<file path="config.mk">
export PLATFORM = sky130hd
export DESIGN_NAME = resident_slot_pool_no_evict
export DESIGN_NICKNAME = d
export VERILOG_FILES = /design/src/rtl/rspool_pkg.sv /design/src/rtl/rspool_ram.sv /design/src/rtl/rspool_scan.sv /design/src/rtl/resident_slot_pool_no_evict.sv
export SDC_FILE = /design/constraint.sdc
export NUM_CORES = 1
export LEC_CHECK = 0
export BUFFER_PORTS_ARGS = -buffer_cell sky130_fd_sc_hd__buf_2
export CORE_ASPECT_RATIO = 0.6
export CORE_MARGIN = 2
export CORE_UTILIZATION = 54
export DETAILED_ROUTE_END_ITERATION = 8
export PLACE_DENSITY = 0.75
export SYNTH_ARGS = -nofsm -noshare
export SYNTH_HDL_FRONTEND = slang
export SYNTH_SLANG_ARGS = --single-unit
</file>
<file path="constraint.sdc">
create_clock -name clock -period 9.5 [get_ports clock]
set_input_delay 1.9 -clock clock [delete_from_list [all_inputs] [get_ports clock]]
set_output_delay 1.9 -clock clock [all_outputs]
set_load 0.02 [all_outputs]
</file>
<file path="src/rtl/rspool_pkg.sv">
`timescale 1ns / 1ps

package rspool_pkg;

   // Width of the scan counters; covers every count up to 127 entries.
   localparam int SCAN_W = 7;

   localparam logic OP_ENSURE = 1'b0;
   localparam logic OP_RESET  = 1'b1;

   // Word index of the row limit register (paddr bit 2).
   localparam logic CSR_ROW_LIMIT = 1'b0;

   localparam logic [8:0] ROW_LIMIT_RESET = 9'd238;

   typedef enum logic [2:0] {
      KIND_IGNORED   = 3'd0,
      KIND_HIT       = 3'd1,
      KIND_LOAD      = 3'd2,
      KIND_OVERFLOW  = 3'd3,
      KIND_BLANK_ROW = 3'd4,
      KIND_SUMMARY   = 3'd5
   } kind_type;

   typedef enum logic [2:0] {
      ST_IDLE,
      ST_SLOT_SCAN,
      ST_REC_SCAN,
      ST_DUMP,
      ST_SUMMARY
   } state_type;

   typedef struct packed {
      logic              start;
      logic              walk;
      logic [SCAN_W-1:0] limit;
      logic [8:0]        key;
   } scan_cmd_type;

   typedef struct packed {
      logic              rd_en;
      logic [SCAN_W-1:0] rd_addr;
      logic              chk_vld;
      logic              done;
      logic              hit;
      logic [SCAN_W-1:0] index;
   } scan_stat_type;

endpackage

</file>
<file path="src/rtl/rspool_ram.sv">
`timescale 1ns / 1ps

module rspool_ram #(
   parameter int WIDTH = 9,
   parameter int DEPTH = 16
) (
   input  logic                                         clock,
   input  logic                                         wr_en,
   input  logic [((DEPTH > 1) ? $clog2(DEPTH) : 1)-1:0] wr_addr,
   input  logic [WIDTH-1:0]                             wr_data,
   input  logic                                         rd_en,
   input  logic [((DEPTH > 1) ? $clog2(DEPTH) : 1)-1:0] rd_addr,
   output logic [WIDTH-1:0]                             rd_data
);

   logic [WIDTH-1:0] mem_ff [DEPTH];
   logic [WIDTH-1:0] rd_data_ff;

   always_ff @(posedge clock) begin
      if (wr_en) begin
         mem_ff[wr_addr] <= wr_data;
      end
      if (rd_en) begin
         rd_data_ff <= mem_ff[rd_addr];
      end
   end

   assign rd_data = rd_data_ff;

endmodule

</file>
<file path="src/rtl/rspool_scan.sv">
`timescale 1ns / 1ps

// Shared scan unit: walks entries 0 .. limit-1 of a registered-read memory,
// one entry a cycle, and, unless in walk mode, compares each against a key with one comparator.
module rspool_scan (
   input  logic                     clock,
   input  logic                     reset,
   input  rspool_pkg::scan_cmd_type cmd,
   input  logic [8:0]               rd_data,
   output rspool_pkg::scan_stat_type stat
);

   localparam int SW = rspool_pkg::SCAN_W;

   logic          active_ff, active_in;
   logic          walk_ff, walk_in;
   logic [SW-1:0] limit_ff, limit_in;
   logic [8:0]    key_ff, key_in;
   logic [SW-1:0] issue_ff, issue_in;
   logic          chk_vld_ff, chk_vld_in;
   logic [SW-1:0] chk_idx_ff, chk_idx_in;
   logic          issue_more;
   logic          match;

   always_comb begin
      issue_more = active_ff && (issue_ff < limit_ff);
      match      = active_ff && chk_vld_ff && !walk_ff && (rd_data == key_ff);

      stat.rd_en   = issue_more;
      stat.rd_addr = issue_ff;
      stat.chk_vld = active_ff && chk_vld_ff;
      stat.done    = active_ff && (match || !issue_more);
      stat.hit     = match;
      stat.index   = chk_idx_ff;

      active_in  = active_ff;
      walk_in    = walk_ff;
      limit_in   = limit_ff;
      key_in     = key_ff;
      issue_in   = issue_ff;
      chk_vld_in = chk_vld_ff;
      chk_idx_in = chk_idx_ff;

      if (cmd.start) begin
         active_in  = 1'b1;
         walk_in    = cmd.walk;
         limit_in   = cmd.limit;
         key_in     = cmd.key;
         issue_in   = '0;
         chk_vld_in = 1'b0;
      end else if (stat.done) begin
         active_in  = 1'b0;
         chk_vld_in = 1'b0;
      end else if (active_ff) begin
         // Data for the entry issued now arrives next cycle.
         chk_vld_in = 1'b1;
         chk_idx_in = issue_ff;
         issue_in   = issue_ff + SW'(1);
      end
   end

   always_ff @(posedge clock) begin
      if (reset) begin
         active_ff  <= 1'b0;
         chk_vld_ff <= 1'b0;
      end else begin
         active_ff  <= active_in;
         chk_vld_ff <= chk_vld_in;
      end
      walk_ff    <= walk_in;
      limit_ff   <= limit_in;
      key_ff     <= key_in;
      issue_ff   <= issue_in;
      chk_idx_ff <= chk_idx_in;
   end

endmodule

</file>
<file path="src/rtl/resident_slot_pool_no_evict.sv">
`timescale 1ns / 1ps

// Resident slot pool without eviction. A command is taken when start is high
// and busy is low; each result beat appears on the rsp_ ports for exactly one
// cycle with rsp_strobe high, and the receiver cannot stall it, so it must take
// every beat as it comes. An ignored ensure returns its single beat in the
// cycle after acceptance and leaves busy low. Any other ensure keeps busy high
// while one comparator scans first the slot owners and then the record list,
// one entry a cycle out of registered-read memories; a hit in either list ends
// that scan early. Its beat appears in the same cycle that busy falls. A
// generation reset keeps busy high and sends one blank-row beat per recorded
// row on consecutive cycles, then the summary beat marked last, which shows
// the counters of the ending generation. Slots fill in order and are only
// freed all at once, so the lowest free slot is always the fill count and no
// clearing pass is needed after reset. The user must see that the row limit
// register is written over the APB port only while the block is idle; the
// block itself does not enforce this.
module resident_slot_pool_no_evict #(
   parameter int SLOT_COUNT   = 16,
   parameter int RECORD_DEPTH = 48,
   parameter int SET_COUNT    = 256
) (
   input  logic               clock,
   input  logic               reset,
   // command channel
   input  logic               start,
   output logic               busy,
   input  logic               req_operation,
   input  logic signed [9:0]  req_row,
   input  logic signed [8:0]  req_set_index,
   input  logic               req_set_kept,
   input  logic               req_set_has_mouths,
   input  logic [31:0]        req_set_rom_offset,
   input  logic [15:0]        req_set_bytes,
   // result channel
   output logic               rsp_strobe,
   output logic [2:0]         rsp_kind,
   output logic [3:0]         rsp_slot,
   output logic [8:0]         rsp_target_row,
   output logic               rsp_mouths_on,
   output logic [31:0]        rsp_load_offset,
   output logic [15:0]        rsp_load_bytes,
   output logic [4:0]         rsp_slots_in_use,
   output logic [31:0]        rsp_bytes_total,
   output logic [31:0]        rsp_overflow_count,
   output logic               rsp_overflow_notice,
   output logic               rsp_record_full,
   output logic               rsp_last,
   // configuration port
   input  logic               psel,
   input  logic               penable,
   input  logic               pwrite,
   input  logic [2:0]         paddr,
   input  logic [31:0]        pwdata,
   output logic [31:0]        prdata,
   output logic               pready
);

   localparam int SW      = rspool_pkg::SCAN_W;
   localparam int UC_W    = $clog2(SLOT_COUNT + 1);
   localparam int RC_W    = $clog2(RECORD_DEPTH + 1);
   localparam int SLOT_AW = (SLOT_COUNT > 1) ? $clog2(SLOT_COUNT) : 1;
   localparam int REC_AW  = (RECORD_DEPTH > 1) ? $clog2(RECORD_DEPTH) : 1;
   localparam logic [8:0]      SET_LIMIT = 9'(SET_COUNT);
   localparam logic [UC_W-1:0] SLOT_FULL = UC_W'(SLOT_COUNT);
   localparam logic [RC_W-1:0] REC_FULL  = RC_W'(RECORD_DEPTH);

   rspool_pkg::state_type state_ff, state_in;

   // Configuration and pool counters.
   logic [8:0]      row_limit_ff, row_limit_in;
   logic [UC_W-1:0] used_ff, used_in;
   logic [RC_W-1:0] rec_cnt_ff, rec_cnt_in;
   logic [31:0]     total_ff, total_in;
   logic [31:0]     missed_ff, missed_in;

   // Latched command payload and the slot outcome of the current ensure.
   logic [8:0]           row_ff, row_in;
   logic [8:0]           set_ff, set_in;
   logic                 mouths_ff, mouths_in;
   logic [31:0]          offset_ff, offset_in;
   logic [15:0]          nbytes_ff, nbytes_in;
   rspool_pkg::kind_type kind_ff, kind_in;
   logic [3:0]           slot_ff, slot_in;
   logic                 notice_ff, notice_in;

   // Result beat register.
   logic                 out_vld_ff, out_vld_in;
   rspool_pkg::kind_type out_kind_ff, out_kind_in;
   logic [3:0]           out_slot_ff, out_slot_in;
   logic [8:0]           out_row_ff, out_row_in;
   logic                 out_mouths_ff, out_mouths_in;
   logic [31:0]          out_off_ff, out_off_in;
   logic [15:0]          out_bytes_ff, out_bytes_in;
   logic [4:0]           out_used_ff, out_used_in;
   logic [31:0]          out_total_ff, out_total_in;
   logic [31:0]          out_missed_ff, out_missed_in;
   logic                 out_notice_ff, out_notice_in;
   logic                 out_full_ff, out_full_in;
   logic                 out_last_ff, out_last_in;

   logic accept;
   logic ignore;
   logic csr_wr;
   logic [31:0] missed_inc;

   rspool_pkg::scan_cmd_type  scan_cmd;
   rspool_pkg::scan_stat_type scan_stat;
   logic [8:0] scan_rd_data;

   logic               slot_wr_en;
   logic [SLOT_AW-1:0] slot_wr_addr;
   logic               slot_rd_en;
   logic [8:0]         slot_rd_data;
   logic               rec_wr_en;
   logic [REC_AW-1:0]  rec_wr_addr;
   logic [9:0]         rec_wr_data;
   logic               rec_rd_en;
   logic [9:0]         rec_rd_data;

   assign accept = start && (state_ff == rspool_pkg::ST_IDLE);
   assign busy   = (state_ff != rspool_pkg::ST_IDLE);
   assign csr_wr = psel && penable && pwrite;
   assign pready = 1'b1;
   assign prdata = (paddr[2] == rspool_pkg::CSR_ROW_LIMIT) ? {23'd0, row_limit_ff} : 32'd0;

   // A negative or out-of-range row or set, or a kept set, is left alone.
   assign ignore = req_row[9] || (req_row[8:0] >= row_limit_ff) ||
                   req_set_index[8] || (req_set_index[8:0] >= SET_LIMIT) ||
                   req_set_kept;

   assign missed_inc = missed_ff + 32'd1;

   // The single comparator sees slot owners in the slot scan and stored rows
   // otherwise.
   assign scan_rd_data = (state_ff == rspool_pkg::ST_SLOT_SCAN) ? slot_rd_data :
                                                                   rec_rd_data[8:0];

   // Next state.
   always_comb begin
      state_in = state_ff;
      unique case (state_ff)
         rspool_pkg::ST_IDLE: begin
            if (accept) begin
               if (req_operation == rspool_pkg::OP_RESET) begin
                  state_in = rspool_pkg::ST_DUMP;
               end else if (!ignore) begin
                  state_in = rspool_pkg::ST_SLOT_SCAN;
               end
            end
         end
         rspool_pkg::ST_SLOT_SCAN: begin
            if (scan_stat.done) begin
               state_in = rspool_pkg::ST_REC_SCAN;
            end
         end
         rspool_pkg::ST_REC_SCAN: begin
            if (scan_stat.done) begin
               state_in = rspool_pkg::ST_IDLE;
            end
         end
         rspool_pkg::ST_DUMP: begin
            if (scan_stat.done) begin
               state_in = rspool_pkg::ST_SUMMARY;
            end
         end
         rspool_pkg::ST_SUMMARY: begin
            state_in = rspool_pkg::ST_IDLE;
         end
         default: begin
            state_in = rspool_pkg::ST_IDLE;
         end
      endcase
   end

   // Datapath, scan commands, memory writes and result beats.
   always_comb begin
      row_limit_in = row_limit_ff;
      used_in      = used_ff;
      rec_cnt_in   = rec_cnt_ff;
      total_in     = total_ff;
      missed_in    = missed_ff;
      row_in       = row_ff;
      set_in       = set_ff;
      mouths_in    = mouths_ff;
      offset_in    = offset_ff;
      nbytes_in    = nbytes_ff;
      kind_in      = kind_ff;
      slot_in      = slot_ff;
      notice_in    = notice_ff;

      out_vld_in    = 1'b0;
      out_kind_in   = out_kind_ff;
      out_slot_in   = out_slot_ff;
      out_row_in    = out_row_ff;
      out_mouths_in = out_mouths_ff;
      out_off_in    = out_off_ff;
      out_bytes_in  = out_bytes_ff;
      out_used_in   = out_used_ff;
      out_total_in  = out_total_ff;
      out_missed_in = out_missed_ff;
      out_notice_in = out_notice_ff;
      out_full_in   = out_full_ff;
      out_last_in   = out_last_ff;

      scan_cmd.start = 1'b0;
      scan_cmd.walk  = 1'b0;
      scan_cmd.limit = '0;
      scan_cmd.key   = '0;

      slot_wr_en   = 1'b0;
      slot_wr_addr = SLOT_AW'(used_ff);
      rec_wr_en    = 1'b0;
      rec_wr_addr  = REC_AW'(rec_cnt_ff);
      rec_wr_data  = {mouths_ff, row_ff};

      slot_rd_en = scan_stat.rd_en && (state_ff == rspool_pkg::ST_SLOT_SCAN);
      rec_rd_en  = scan_stat.rd_en && ((state_ff == rspool_pkg::ST_REC_SCAN) ||
                                       (state_ff == rspool_pkg::ST_DUMP));

      if (csr_wr && (paddr[2] == rspool_pkg::CSR_ROW_LIMIT)) begin
         row_limit_in = pwdata[8:0];
      end

      unique case (state_ff)
         rspool_pkg::ST_IDLE: begin
            if (accept) begin
               row_in    = req_row[8:0];
               set_in    = req_set_index[8:0];
               mouths_in = req_set_has_mouths;
               offset_in = req_set_rom_offset;
               nbytes_in = req_set_bytes;
               if (req_operation == rspool_pkg::OP_RESET) begin
                  scan_cmd.start = 1'b1;
                  scan_cmd.walk  = 1'b1;
                  scan_cmd.limit = SW'(rec_cnt_ff);
               end else if (ignore) begin
                  out_vld_in    = 1'b1;
                  out_kind_in   = rspool_pkg::KIND_IGNORED;
                  out_slot_in   = '0;
                  out_row_in    = '0;
                  out_mouths_in = 1'b0;
                  out_off_in    = '0;
                  out_bytes_in  = '0;
                  out_used_in   = 5'(used_ff);
                  out_total_in  = total_ff;
                  out_missed_in = missed_ff;
                  out_notice_in = 1'b0;
                  out_full_in   = 1'b0;
                  out_last_in   = 1'b1;
               end else begin
                  scan_cmd.start = 1'b1;
                  scan_cmd.limit = SW'(used_ff);
                  scan_cmd.key   = req_set_index[8:0];
               end
            end
         end
         rspool_pkg::ST_SLOT_SCAN: begin
            if (scan_stat.done) begin
               notice_in = 1'b0;
               if (scan_stat.hit) begin
                  kind_in = rspool_pkg::KIND_HIT;
                  slot_in = 4'(scan_stat.index);
               end else if (used_ff == SLOT_FULL) begin
                  // The count just reached a power of two when the new value
                  // shares no set bit with the old one; zero after a wrap counts.
                  kind_in   = rspool_pkg::KIND_OVERFLOW;
                  slot_in   = '0;
                  missed_in = missed_inc;
                  notice_in = ((missed_inc & missed_ff) == 32'd0);
               end else begin
                  // Slots fill in order, so the free slot is the fill count.
                  kind_in    = rspool_pkg::KIND_LOAD;
                  slot_in    = 4'(used_ff);
                  slot_wr_en = 1'b1;
                  used_in    = used_ff + UC_W'(1);
                  total_in   = total_ff + {16'd0, nbytes_ff};
               end
               scan_cmd.start = 1'b1;
               scan_cmd.limit = SW'(rec_cnt_ff);
               scan_cmd.key   = row_ff;
            end
         end
         rspool_pkg::ST_REC_SCAN: begin
            if (scan_stat.done) begin
               out_full_in = 1'b0;
               if (scan_stat.hit) begin
                  // Known row: only its mouth flag is refreshed.
                  rec_wr_en   = 1'b1;
                  rec_wr_addr = REC_AW'(scan_stat.index);
               end else if (rec_cnt_ff < REC_FULL) begin
                  rec_wr_en  = 1'b1;
                  rec_cnt_in = rec_cnt_ff + RC_W'(1);
               end else begin
                  out_full_in = 1'b1;
               end
               out_vld_in    = 1'b1;
               out_kind_in   = kind_ff;
               out_slot_in   = slot_ff;
               out_row_in    = row_ff;
               out_mouths_in = mouths_ff;
               out_off_in    = (kind_ff == rspool_pkg::KIND_LOAD) ? offset_ff : 32'd0;
               out_bytes_in  = (kind_ff == rspool_pkg::KIND_LOAD) ? nbytes_ff : 16'd0;
               out_used_in   = 5'(used_ff);
               out_total_in  = total_ff;
               out_missed_in = missed_ff;
               out_notice_in = notice_ff;
               out_last_in   = 1'b1;
            end
         end
         rspool_pkg::ST_DUMP: begin
            if (scan_stat.chk_vld) begin
               out_vld_in    = 1'b1;
               out_kind_in   = rspool_pkg::KIND_BLANK_ROW;
               out_slot_in   = '0;
               out_row_in    = rec_rd_data[8:0];
               out_mouths_in = rec_rd_data[9];
               out_off_in    = '0;
               out_bytes_in  = '0;
               out_used_in   = 5'(used_ff);
               out_total_in  = total_ff;
               out_missed_in = missed_ff;
               out_notice_in = 1'b0;
               out_full_in   = 1'b0;
               out_last_in   = 1'b0;
            end
         end
         rspool_pkg::ST_SUMMARY: begin
            out_vld_in    = 1'b1;
            out_kind_in   = rspool_pkg::KIND_SUMMARY;
            out_slot_in   = '0;
            out_row_in    = '0;
            out_mouths_in = 1'b0;
            out_off_in    = '0;
            out_bytes_in  = '0;
            out_used_in   = 5'(used_ff);
            out_total_in  = total_ff;
            out_missed_in = missed_ff;
            out_notice_in = 1'b0;
            out_full_in   = 1'b0;
            out_last_in   = 1'b1;
            // The summary beat still carries the old counters; the new
            // generation starts empty.
            used_in    = '0;
            rec_cnt_in = '0;
            total_in   = '0;
            missed_in  = '0;
         end
         default: begin
         end
      endcase
   end

   always_ff @(posedge clock) begin
      if (reset) begin
         state_ff     <= rspool_pkg::ST_IDLE;
         row_limit_ff <= rspool_pkg::ROW_LIMIT_RESET;
         used_ff      <= '0;
         rec_cnt_ff   <= '0;
         total_ff     <= '0;
         missed_ff    <= '0;
         out_vld_ff   <= 1'b0;
      end else begin
         state_ff     <= state_in;
         row_limit_ff <= row_limit_in;
         used_ff      <= used_in;
         rec_cnt_ff   <= rec_cnt_in;
         total_ff     <= total_in;
         missed_ff    <= missed_in;
         out_vld_ff   <= out_vld_in;
      end
      row_ff        <= row_in;
      set_ff        <= set_in;
      mouths_ff     <= mouths_in;
      offset_ff     <= offset_in;
      nbytes_ff     <= nbytes_in;
      kind_ff       <= kind_in;
      slot_ff       <= slot_in;
      notice_ff     <= notice_in;
      out_kind_ff   <= out_kind_in;
      out_slot_ff   <= out_slot_in;
      out_row_ff    <= out_row_in;
      out_mouths_ff <= out_mouths_in;
      out_off_ff    <= out_off_in;
      out_bytes_ff  <= out_bytes_in;
      out_used_ff   <= out_used_in;
      out_total_ff  <= out_total_in;
      out_missed_ff <= out_missed_in;
      out_notice_ff <= out_notice_in;
      out_full_ff   <= out_full_in;
      out_last_ff   <= out_last_in;
   end

   rspool_scan u_scan (
      .clock   (clock),
      .reset   (reset),
      .cmd     (scan_cmd),
      .rd_data (scan_rd_data),
      .stat    (scan_stat)
   );

   // Set index owned by each occupied slot.
   rspool_ram #(
      .WIDTH (9),
      .DEPTH (SLOT_COUNT)
   ) u_slot_ram (
      .clock   (clock),
      .wr_en   (slot_wr_en),
      .wr_addr (slot_wr_addr),
      .wr_data (set_ff),
      .rd_en   (slot_rd_en),
      .rd_addr (scan_stat.rd_addr[SLOT_AW-1:0]),
      .rd_data (slot_rd_data)
   );

   // Record list: row in the low nine bits, mouth flag on top.
   rspool_ram #(
      .WIDTH (10),
      .DEPTH (RECORD_DEPTH)
   ) u_rec_ram (
      .clock   (clock),
      .wr_en   (rec_wr_en),
      .wr_addr (rec_wr_addr),
      .wr_data (rec_wr_data),
      .rd_en   (rec_rd_en),
      .rd_addr (scan_stat.rd_addr[REC_AW-1:0]),
      .rd_data (rec_rd_data)
   );

   assign rsp_strobe          = out_vld_ff;
   assign rsp_kind            = out_kind_ff;
   assign rsp_slot            = out_slot_ff;
   assign rsp_target_row      = out_row_ff;
   assign rsp_mouths_on       = out_mouths_ff;
   assign rsp_load_offset     = out_off_ff;
   assign rsp_load_bytes      = out_bytes_ff;
   assign rsp_slots_in_use    = out_used_ff;
   assign rsp_bytes_total     = out_total_ff;
   assign rsp_overflow_count  = out_missed_ff;
   assign rsp_overflow_notice = out_notice_ff;
   assign rsp_record_full     = out_full_ff;
   assign rsp_last            = out_last_ff;

endmodule

</file>
==> impl_metrics.ini <==
[worst_setup_path]
worstRegToRegCells = 10
timing.rr.start = state_ff[0]
path_max_fanout = 65
crit_type = reg2reg
startpoint = state_ff[0]
crit_chain = or3b_1, a211o_1, nor4_2, o2111a_2, o21ai_0, o21ai_0, o21ai_0, nor2_4, buf_4, buf_4
required_ns = 9.77
r2r_slack_ns = 4.19
reg2reg_to = rsp_bytes_total[10]
slowest_stage = buf_4
max_stage_delay_ns = 0.79
cp.arrival_ns = 5.58
cp_common_cell = o21ai_0
startpoint_type = flop
cp-end-kind = flop

[drt]
num_vias = 21190
dr.pass1.iters = 5
dr.first_iter.drc_count = 2814
wire_per_inst_microns = 26.23
routed_wl_mm = 91.25
drc = 0
vias_per_cell = 6.090
postRouteAntennaNets = 0

[min_path]
whs_path_depth = 0
min-delay-start = total_ff[0]
min_path_type = reg2reg
min_to = rsp_bytes_total[0]

[clock_tree]
clk_pin_slew_ns = 0.07
tritoncts = done
postCtsHoldBufs = 0
cts_root_buf = clkbuf_16
cts.sinks = 973
clockBufferDepth = 3
cts_resized = 0
post-cts-setup-buffers = 0
h-tree-depth = 3
clk_latency_ns = 0.66
cts_buffers = 84

[global_routing]
grt_pass1_vias = 20180
grt_overflow_total = 0
grt_max_degree = 99
antenna_found_initial = 9
grt_pass1_wl_mm = 132.6
track_usage_pct = 24.64

[layout]
fillCellCount = 4995
final_common_cell = edfxtp_1
drive_gt1_share_pct = 24.35
design_area_sq_mm = 0.04368
fin_cells = 3479
area_delta_synth_final_pct = 12.47
layout_common_cells = 876 x edfxtp_1, 233 x buf_2, 195 x mux4_2, 135 x nor2_1, 99 x nand2_1
fin_nets = 2615
fin_util_pct = 61.17

[timing]
slew_viol_final = 0
tns_ns = 0
setup_viol = 0
min_period_ns = 5.311
tightestPinTransition_ns = 1.362
rsz0062_at_grt = false
max_slew_margin_pct = 8.878
whs_ns = 0.4626
period_share_pct = 55.91
final.setup.worst_slack_ns = 4.189
skew_ns = 0.03986
fmax_ghz = 0.1883
hold_viol_final = 0

[floorplan]
core_sq_mm = 0.07141
die-height_microns = 211.7
die-area_sq_mm = 0.07415
pin_count = 283
rows = 76
fp.dieW_microns = 350.2
initial_utilization_pct = 54.38

[synth]
postSynth.asyncResetShare_pct = 0
synthCells = 2197
avgSynthCellArea_sq_um = 17.68
synth-main-ff-cell = edfxtp_1
synth_cell_types = 69
netlist_area_sq_mm = 0.03884
synth_seq_cells = 973
synth_warnings = 0
synth_edf_count = 876
ys_seq_area_share_pct = 72.73

[outcome]
status = completed

[place]
dpl.hpwl_mm = 58.42
place_ws_ns = 3.769
gp_congestion = 0.8867
dp.cells = 3324
io_buffers = 233
dpl_cell_area_sq_mm = 0.04096

[pwr]
power.leakage_nw = 14.44
power_density_mw_per_mm2 = 230.7
power_mw = 10.08
peakVddDrop_mv = 0.1833

[run]
maxCapViolCount = 0
==> cell usage after synthesis (33+ instances only) <==
cell type | number | share of area [%]
edfxtp_1 | 876 | 68
mux4_2 | 195 | 11
nor2_1 | 138 | 1.3
nand2_1 | 99 | 0.96
dfxtp_1 | 97 | 5.0
clkbuf_1 | 76 | 0.73
a21oi_1 | 75 | 0.97
ha_1 | 68 | 2.2
and2_1 | 55 | 0.89
nand3_1 | 54 | 0.70
inv_1 | 46 | 0.44
o21ai_0 | 33 | 0.43
==> sequential cells by signal, summed over array words and instances, names as in the netlist, 10 cells and up <==
signal and count:
u_rec_ram.mem_ff 480, u_slot_ram.mem_ff 144, missed_ff 32, offset_ff 32
rsp_bytes_total 32, rsp_load_offset 32, rsp_overflow_count 32, total_ff 32
nbytes_ff 16, rsp_load_bytes 16, u_rec_ram.rd_data 10
==> cell families (layout without fill, tap and decap cells) <==
group / after synthesis / after routing / share of synthesized area (%)
AND/OR/NAND/NOR: 515 / 515 / 6.717
adder cells (fa/ha/maj): 69 / 69 / 2.242
other: 2 / 27 / 0.01934
flip-flops: 973 / 973 / 72.73
XOR/XNOR: 39 / 39 / 0.8795
AO/OA/AOI/OAI: 200 / 200 / 3.341
multiplexers: 223 / 223 / 12.04
buffers and inverters: 176 / 458 / 2.023
==> how the worst max path moves through the flow <==
stage / endpoint / depth (start not counted) / slack (ns)
5_1_grt: rsp_load_bytes[8] / 10 / 3.86
4_1_cts: rsp_load_offset[17] / 10 / 4.23
6_report: rsp_bytes_total[10] / 10 / 4.19
2_1_floorplan: rsp_bytes_total[0] / 10 / 0.32
3_3_place_gp: rsp_load_offset[27] / 13 / 3.88
3_5_place_dp: rsp_load_offset[17] / 13 / 3.77
==> metal layers <==
metal / vias to the layer above / part of all wire, % / wire [microns] / global-route usage (%)
met2: 1228 / 43 / 39360 / 34.48
met3: 121 / 13 / 11500 / 7.214
met1: 10780 / 42 / 38720 / 38.30
li1: 9053 / - / - / -
met5: - / 0.022 / 20 / 0
met4: 2 / 1.8 / 1656 / 5.713
==> area by class of cell <==
cell class / count / area (sq um) / share of cell area, %
Sequential cell: 973 / 28260 / 64.69
Multi-Input combinational cell: 1070 / 9927 / 22.73
Clock buffer: 100 / 2226 / 5.096
Timing Repair Buffer: 260 / 1381 / 3.162
Tap cell: 975 / 1220 / 2.793
Clock inverter: 52 / 488.0 / 1.117
Inverter: 46 / 173.9 / 0.3982
Antenna cell: 3 / 7.507 / 0.01719
==> critical path: cells and delay by family, from the launching register on <==
| family | cells | cell delay [ns] |
|---|---|---|
| buf+inv | 2 | 1.52 |
| compound gates | 5 | 1.47 |
| simple gates | 3 | 1.19 |
| flops | 1 | 0.57 |
==> where the power goes <==
part / total [mW] / internal [mW] / switching [mW]
combinational: 1.72 / 0.764 / 0.956
clock: 3.43 / 1.90 / 1.53
sequential: 4.93 / 4.81 / 0.114
total: 10.1 / 7.48 / 2.60
(Power assumes the default switching activity.)
